**src/rtl/nlc_pkg.sv**
```systemverilog
// Shared types, constants and lookup helpers for the identifier Luhn checker.
// Used by nlc_out_if and by npi_luhn_check; depends on nothing.
`default_nettype none

package nlc_pkg;

    // Verdict status codes carried on the result channel.
    typedef enum logic [1:0] {
        ST_OK       = 2'd0,
        ST_LENGTH   = 2'd1,
        ST_NONDIGIT = 2'd2
    } status_t;

    localparam int CountW = 5;

    localparam logic [CountW-1:0] PrefixLen = 5'd5;
    localparam logic [CountW-1:0] CountSat  = 5'd16;
    localparam logic [CountW-1:0] LenShort  = 5'd10;
    localparam logic [CountW-1:0] LenLong   = 5'd15;

    localparam logic [7:0] AsciiZero = 8'h30;
    localparam logic [7:0] AsciiNine = 8'h39;
    localparam logic [3:0] DigitMax  = 4'd9;
    localparam logic [4:0] Radix     = 5'd10;

    // The short form stands in for the missing prefix by adding this amount.
    localparam int PrefixComp  = 24;
    localparam int CompResidue = PrefixComp % 10;
    // (sum + PrefixComp) mod 10 is zero exactly when sum equals this value.
    localparam logic [3:0] EvenTarget = 4'((10 - CompResidue) % 10);

    // Characters of the long-form prefix "80840", leftmost first.
    localparam logic [7:0] PrefixChars [5] = '{8'h38, 8'h30, 8'h38, 8'h34, 8'h30};

endpackage : nlc_pkg

`default_nettype wire

```
**src/rtl/nlc_in_if.sv**
```systemverilog
// Character channel: one identifier character per item, with framing flags.
// Plain valid/ready handshake; needs no package.
`default_nettype none

interface nlc_in_if;

    logic       valid;
    logic       ready;
    logic [7:0] char_code;
    logic       has_char;
    logic       string_is_null;
    logic       last_char;

    modport source (
        output valid,
        output char_code,
        output has_char,
        output string_is_null,
        output last_char,
        input  ready
    );

    modport sink (
        input  valid,
        input  char_code,
        input  has_char,
        input  string_is_null,
        input  last_char,
        output ready
    );

endinterface : nlc_in_if

`default_nettype wire

```
**src/rtl/nlc_out_if.sv**
```systemverilog
// Verdict channel: one item per finished string.
// Plain valid/ready handshake; takes the status type from nlc_pkg.
`default_nettype none

interface nlc_out_if;

    logic             valid;
    logic             ready;
    logic             check_passed;
    logic             result_null;
    nlc_pkg::status_t status;

    modport source (
        output valid,
        output check_passed,
        output result_null,
        output status,
        input  ready
    );

    modport sink (
        input  valid,
        input  check_passed,
        input  result_null,
        input  status,
        output ready
    );

endinterface : nlc_out_if

`default_nettype wire

```
**src/rtl/npi_luhn_check.sv**
```systemverilog
// Streaming Luhn mod-10 checker for 10- and 15-digit provider identifiers.
// Depends on nlc_pkg, nlc_in_if and nlc_out_if.
//
//   Channel   Direction   Payload                                    Item
//   chars     in          char_code, has_char, string_is_null,       one character
//                         last_char
//   verdict   out         check_passed, result_null, status          one per string
//
// Each item passes through an input register and then combinational logic that
// updates the running sums and, on the last or null item, loads the result
// register. One item is taken every clock while the verdict side keeps up;
// an accepted last item reaches the verdict through the input and result registers.
// Reset clears both pipeline stages and puts the string state at its start.
// A stall on the verdict side holds the result and the input register, and
// backs up onto the character side only once both are full.
`default_nettype none

module npi_luhn_check (
    input  wire        clk,
    input  wire        rst_n,
    nlc_in_if.sink     chars,
    nlc_out_if.source  verdict
);

    import nlc_pkg::*;

    // Input register.
    logic       in_valid_reg;
    logic [7:0] char_reg;
    logic       has_reg;
    logic       null_reg;
    logic       last_reg;

    // String state, carried from one character to the next.
    logic [CountW-1:0] count_reg, count_next;
    logic              prefix_reg, prefix_next;
    logic              bad_reg, bad_next;
    logic [3:0]        sum_even_reg, sum_even_next;
    logic [3:0]        sum_odd_reg, sum_odd_next;

    // Result register.
    logic    res_valid_reg;
    logic    passed_reg, passed_next;
    logic    rnull_reg, rnull_next;
    status_t status_reg, status_next;

    logic advance;
    logic produce;
    logic is_digit;
    logic [3:0] digit;
    logic [3:0] dbl;

    // Doubled digit with its two decimal digits added, 0..9.
    function automatic logic [3:0] double_fold(input logic [3:0] d);
        logic [4:0] t;
        t = {d, 1'b0};
        if (t > 5'(DigitMax)) begin
            t = t - 5'(DigitMax);
        end
        return t[3:0];
    endfunction

    // Sum of two residues mod 10.
    function automatic logic [3:0] add_mod10(input logic [3:0] a, input logic [3:0] b);
        logic [4:0] s;
        s = {1'b0, a} + {1'b0, b};
        if (s >= Radix) begin
            s = s - Radix;
        end
        return s[3:0];
    endfunction

    // The processing stage moves whenever the result slot is free or draining.
    assign advance = in_valid_reg && (!res_valid_reg || verdict.ready);
    assign produce = null_reg || last_reg;

    assign chars.ready = !in_valid_reg || advance;

    always_ff @(posedge clk or negedge rst_n)
    begin
        if (!rst_n)
        begin
            in_valid_reg <= 1'b0;
        end
        else if (chars.ready)
        begin
            in_valid_reg <= chars.valid;
        end
    end

    always_ff @(posedge clk)
    begin
        if (chars.ready && chars.valid)
        begin
            char_reg <= chars.char_code;
            has_reg  <= chars.has_char;
            null_reg <= chars.string_is_null;
            last_reg <= chars.last_char;
        end
    end

    assign is_digit = (char_reg >= AsciiZero) && (char_reg <= AsciiNine);
    assign digit    = char_reg[3:0];
    assign dbl      = double_fold(digit);

    // Running state after taking the registered character.  Parity from the
    // right is unknown until the end, so both doubling patterns are summed.
    always_comb
    begin
        count_next    = count_reg;
        prefix_next   = prefix_reg;
        bad_next      = bad_reg;
        sum_even_next = sum_even_reg;
        sum_odd_next  = sum_odd_reg;
        if (has_reg)
        begin
            if (count_reg < PrefixLen)
            begin
                if (char_reg != PrefixChars[count_reg[2:0]])
                begin
                    prefix_next = 1'b0;
                end
            end
            if (!is_digit)
            begin
                bad_next = 1'b1;
            end
            else if (!count_reg[0])
            begin
                sum_even_next = add_mod10(sum_even_reg, dbl);
                sum_odd_next  = add_mod10(sum_odd_reg, digit);
            end
            else
            begin
                sum_even_next = add_mod10(sum_even_reg, digit);
                sum_odd_next  = add_mod10(sum_odd_reg, dbl);
            end
            if (count_reg < CountSat)
            begin
                count_next = count_reg + 1'b1;
            end
        end
    end

    // Verdict for the string that ends with the registered item.  A length or
    // prefix error outranks a non-digit error; a null string is its own case.
    always_comb
    begin
        passed_next = 1'b0;
        rnull_next  = 1'b0;
        status_next = ST_OK;
        if (null_reg)
        begin
            rnull_next = 1'b1;
        end
        else if ((count_next == LenLong) && prefix_next)
        begin
            if (bad_next)
            begin
                rnull_next  = 1'b1;
                status_next = ST_NONDIGIT;
            end
            else
            begin
                passed_next = (sum_odd_next == 4'd0);
            end
        end
        else if (count_next == LenShort)
        begin
            if (bad_next)
            begin
                rnull_next  = 1'b1;
                status_next = ST_NONDIGIT;
            end
            else
            begin
                passed_next = (sum_even_next == EvenTarget);
            end
        end
        else
        begin
            rnull_next  = 1'b1;
            status_next = ST_LENGTH;
        end
    end

    // String state: back to the start after every verdict.
    always_ff @(posedge clk or negedge rst_n)
    begin
        if (!rst_n)
        begin
            count_reg    <= '0;
            prefix_reg   <= 1'b1;
            bad_reg      <= 1'b0;
            sum_even_reg <= '0;
            sum_odd_reg  <= '0;
        end
        else if (advance)
        begin
            if (produce)
            begin
                count_reg    <= '0;
                prefix_reg   <= 1'b1;
                bad_reg      <= 1'b0;
                sum_even_reg <= '0;
                sum_odd_reg  <= '0;
            end
            else
            begin
                count_reg    <= count_next;
                prefix_reg   <= prefix_next;
                bad_reg      <= bad_next;
                sum_even_reg <= sum_even_next;
                sum_odd_reg  <= sum_odd_next;
            end
        end
    end

    always_ff @(posedge clk or negedge rst_n)
    begin
        if (!rst_n)
        begin
            res_valid_reg <= 1'b0;
        end
        else if (advance)
        begin
            res_valid_reg <= produce;
        end
        else if (verdict.ready)
        begin
            res_valid_reg <= 1'b0;
        end
    end

    always_ff @(posedge clk)
    begin
        if (advance && produce)
        begin
            passed_reg <= passed_next;
            rnull_reg  <= rnull_next;
            status_reg <= status_next;
        end
    end

    assign verdict.valid        = res_valid_reg;
    assign verdict.check_passed = passed_reg;
    assign verdict.result_null  = rnull_reg;
    assign verdict.status       = status_reg;

    // The character count never runs past its saturation point.
    a_count_sat: assert property (@(posedge clk) disable iff (!rst_n)
        count_reg <= CountSat)
        else $error("character count above saturation");

    // Both running sums stay reduced mod 10.
    a_sums_reduced: assert property (@(posedge clk) disable iff (!rst_n)
        (sum_even_reg <= DigitMax) && (sum_odd_reg <= DigitMax))
        else $error("running sum not reduced mod 10");

    // A verdict leaves the string state at its starting values.
    a_state_cleared: assert property (@(posedge clk) disable iff (!rst_n)
        (advance && produce) |=> (count_reg == '0) && prefix_reg && !bad_reg)
        else $error("string state not cleared after verdict");

    // A held verdict is not replaced while the sink stalls.
    a_verdict_held: assert property (@(posedge clk) disable iff (!rst_n)
        (res_valid_reg && !verdict.ready) |=> res_valid_reg && $stable(status_reg))
        else $error("stalled verdict lost or changed");

    // A passed check only ever comes with a non-null, ok verdict.
    a_pass_ok: assert property (@(posedge clk) disable iff (!rst_n)
        (res_valid_reg && passed_reg) |-> (!rnull_reg && (status_reg == ST_OK)))
        else $error("passed check with null or error verdict");

endmodule : npi_luhn_check

`default_nettype wire
```
**src/flat_wrapper.sv**
```systemverilog
// flat-port wrapper written by rule: the top's interface ports become plain ports
module npi_luhn_check_flat import nlc_pkg::*;
  (clk, rst_n, chars_valid, chars_char_code, chars_has_char, chars_string_is_null, chars_last_char, chars_ready, verdict_valid, verdict_check_passed, verdict_result_null, verdict_status, verdict_ready);
  nlc_in_if chars_i ();
  nlc_out_if verdict_i ();
  input  wire clk;
  input  wire rst_n;
  input wire logic [$bits(chars_i.valid)-1:0] chars_valid;
  input wire logic [$bits(chars_i.char_code)-1:0] chars_char_code;
  input wire logic [$bits(chars_i.has_char)-1:0] chars_has_char;
  input wire logic [$bits(chars_i.string_is_null)-1:0] chars_string_is_null;
  input wire logic [$bits(chars_i.last_char)-1:0] chars_last_char;
  output wire logic [$bits(chars_i.ready)-1:0] chars_ready;
  output wire logic [$bits(verdict_i.valid)-1:0] verdict_valid;
  output wire logic [$bits(verdict_i.check_passed)-1:0] verdict_check_passed;
  output wire logic [$bits(verdict_i.result_null)-1:0] verdict_result_null;
  output wire logic [$bits(verdict_i.status)-1:0] verdict_status;
  input wire logic [$bits(verdict_i.ready)-1:0] verdict_ready;
  assign chars_i.valid = chars_valid;
  assign chars_i.char_code = chars_char_code;
  assign chars_i.has_char = chars_has_char;
  assign chars_i.string_is_null = chars_string_is_null;
  assign chars_i.last_char = chars_last_char;
  assign chars_ready = chars_i.ready;
  assign verdict_valid = verdict_i.valid;
  assign verdict_check_passed = verdict_i.check_passed;
  assign verdict_result_null = verdict_i.result_null;
  assign verdict_status = verdict_i.status;
  assign verdict_i.ready = verdict_ready;
  npi_luhn_check u_core (.clk(clk), .rst_n(rst_n), .chars(chars_i), .verdict(verdict_i));
endmodule
```
**config.mk**
```make
export PLATFORM = sky130hd
export DESIGN_NAME = npi_luhn_check_flat
export DESIGN_NICKNAME = d
export VERILOG_FILES = /design/src/rtl/nlc_pkg.sv /design/src/rtl/nlc_in_if.sv /design/src/rtl/nlc_out_if.sv /design/src/rtl/npi_luhn_check.sv /design/src/flat_wrapper.sv
export SDC_FILE = /design/constraint.sdc
export NUM_CORES = 1
export LEC_CHECK = 0
export BUFFER_PORTS_ARGS = -buffer_cell sky130_fd_sc_hd__buf_2
export CORE_MARGIN = 3
export CORE_UTILIZATION = 55
export CTS_BUF_LIST = sky130_fd_sc_hd__clkbuf_4 sky130_fd_sc_hd__clkbuf_8
export DETAILED_ROUTE_END_ITERATION = 8
export HOLD_SLACK_MARGIN = 0.05
export PLACE_DENSITY_LB_ADDON = 0.08
export SYNTH_ARGS = -nofsm -noshare
export SYNTH_HDL_FRONTEND = slang
export SYNTH_SLANG_ARGS = --single-unit
```
**constraint.sdc**
```tcl
create_clock -name clk -period 4 [get_ports clk]
set_input_delay 0.4 -clock clk [delete_from_list [all_inputs] [get_ports clk]]
set_output_delay 0.4 -clock clk [all_outputs]
set_load 0.1 [all_outputs]
```
==> run metrics <==
synth unique cells=59; Initial DRC Count=181; Tot GR Track Use=21.7%; chip width=between 70 and 80 um; initial antenna violation count=0; CTS tree=done; Period minus WS final=3.74 ns; # rows=24; Critical Path End Type=flip-flop; Vias/cell=about 6.1; grt ovf=0; drt first pass iters=4; PortBufs=20; Nets=342; largest area contributor in the netlist=edfxtp_1; clock latency at the later pin of the worst-skew pair=approximately 0.28 ns; Synth Instances=270; placed cell areas=0.00272 mm2; Achievable Freq=between 0.2 and 0.3 GHz; r2r setup slk=0.26 ns; Area contributors post-synth=edfxtp_1, dfrtp_1, ha_1, nand2_1, fa_1; CTS root buf=clkbuf_8; share of cells above drive strength 1=15.8%; Remaining DRCs=0; num ports=21; Worst IR Drop VDD=270 uV; Post-synth EDFFs=15; Post-Syn Area per Cell=9.48 um2; Post-Syn Area=0.00256 mm2; Post-Layout Inst Area=0.00284 mm2; clock buffer depth=2; Reg clk slew, reported paths=0.07 ns; final setup fails=0; drt total wl=5650 um; Yosys top cell area share=17.6%; Fin. Hold Viols=0; DR WL/cell=~16 um; Worst Max-Slew Pin Slew=roughly 0.86 ns; total CTS buffers=5; DR vias=approximately 2.1k; post-synthesis sequential area ratio=34.3%; syn nets=roughly 320; number of global-route vias before repair=around 1.9k; WP data required=4.02 ns; Placeable Area=0.00441 mm2; total power=0.000865 W; CTS Sinks=32; Final Cycle Share=93.6%; Post-synth ARST share=53.1%; Critical Path AT=3.76 ns; Fin Clk Skew=about 0.0084 ns; number of warnings issued by yosys=0; Slew headroom=42.3%; depth of the CTS H-tree=2; crit path kind=reg2reg; largest net degree at the start of global routing=19; Top FF cell, synth=dfrtp_1; antenna-violating nets left=0; Initial Utilization=58.0%; first-pass GRT wire length=9150 um; #FFs+latches synth=32; Startpoint Class=flip-flop; Final Slew Violations=0; antenna cells=0; critical-path maximum fanout=5; P_leak=roughly 1.3 nW; max-cap check violation count=0; Syn-to-layout area delta=11.1%; status=finished, final reports clean; Die H=~74 um; worst hold-check path type=in2async; power density over the cells=304 mW/mm2; GPL Wtd Cong=roughly 0.88; Hold Buf Count CTS=0; Detailed Place HPWL=roughly 4300 um; die area=0.00551 mm2; RSZ-0062 raised after global routing=false; Largest register FFs=8
[stage by stage]
step / utilization, % / setup WS [ns] / TNS (ns) / std cells / hold WS (ns)
after global routing: 64.4 / 0.0171 / 0 / 350 / 0.0583
after detailed placement: 61.6 / -0.0632 / -0.0632 / 340 / 0.361
after floorplan: - / 0.264 / 0 / 270 / 0.104
final: 64.4 / 0.258 / 0 / 350 / 0.0457
after CTS: 63.8 / 0.0435 / 0 / 348 / 0.0564
after global placement: 61.6 / 0.113 / 0 / 340 / 0.357
[path summary, 6_finish.rpt]
check | startpoint | endpoint | depth (start not counted)
worst max-delay path | u_core.char_reg[1] | u_core.verdict.check_passed | 15
worst min-delay path | rst_n | u_core.sum_odd_reg[3] | 1
worst max register to register | u_core.char_reg[1] | u_core.verdict.check_passed | 15
worst min register to register | u_core.prefix_reg | u_core.prefix_reg | 2
max in group asynchronous | rst_n | u_core.prefix_reg | 1
min in group clk | chars_char_code[4] | u_core.char_reg[4] | 1
[power breakdown]
| part | switching [W] | internal, W | total [W] |
|---|---|---|---|
| Clock | 0.000113 | 0.000135 | 0.000249 |
| Combinational | 0.000149 | 0.0000838 | 0.000233 |
| Sequential | 0.0000184 | 0.000365 | 0.000384 |
[per-layer routing]
metal	share of wire (%)	vias up	GRT usage (%)
met2	45	73	31.1
li1	-	1055	-
met1	48	983	32.4
met4	0.85	0	5.14
met5	0	-	0
met3	6.2	7	6.35
[layout make-up]
| class | instances | area, um2 |
|---|---|---|
| multi-input combinational | 214 | 1600 |
| fill | 355 | 1570 |
| sequential | 32 | 877 |
| timing repair buffer | 25 | 138 |
| clock buffer | 7 | 83.8 |
| inverter | 19 | 71.3 |
| tap | 52 | 65.1 |
| clock inverter | 1 | 5.00 |
[synthesized netlist by cell type (3+ instances only)]
library cell,number
o31ai_1,4
nor2b_1,3
a22o_1,3
nor2_1,21
clkbuf_1,3
fa_1,4
a211o_1,3
and2_1,3
mux2i_1,7
o21ai_0,12
inv_1,19
or3_1,4
a31oi_1,3
a21oi_1,12
dfrtp_1,16
o32ai_1,3
nand2b_1,8
nand2_1,27
xnor2_1,7
a21o_1,4
xor2_1,3
nor3_1,5
nand3_1,7
ha_1,26
o21ai_1,6
edfxtp_1,15
[cell usage in the layout, fill, tap and decap left out, drive strengths merged, types with 4 or more instances in the layout]
cell type,n
a21o,4
a21oi,12
buf,25
clkbuf,7
dfrtp,16
edfxtp,15
fa,4
ha,26
inv,19
mux2i,7
nand2,27
nand2b,8
nand3,7
nor2,21
nor3,5
o21ai,18
o31ai,4
o32ai,4
or3,5
xnor2,7
[worst max-delay path: stages (launching register included)]
cell	delay [ns]
edfxtp_1	0.39
inv_2	0.11
ha_1	0.21
inv_1	0.08
a21oi_2	0.21
xnor2_1	0.20
inv_1	0.14
fa_1	0.46
xor2_2	0.20
ha_2	0.24
a21bo_1	0.22
a211o_1	0.25
o21ai_1	0.17
mux2i_1	0.13
a221oi_2	0.33
o32ai_2	0.13
[cells by family after synthesis]
kind of cell | count (synthesis) | share of synthesized area [%]
muxes | 9 | 3.62
DFF | 32 | 34.3
adders and majority gates | 30 | 15.8
xor gates and xnor gates | 10 | 3.42
AOI/OAI and AO/OA | 73 | 20.6
buffers and inverters | 24 | 3.86
and+or+nand+nor | 92 | 18.4
[timing repair]
action,4_1_cts,5_1_grt
pin swaps,0,2
gates resized for setup,1,4
setup endpoints to repair,1,3
buffers inserted,0,2
endpoints found under the hold margin,0,0
No activity file was read; power rests on OpenSTA's default activity.
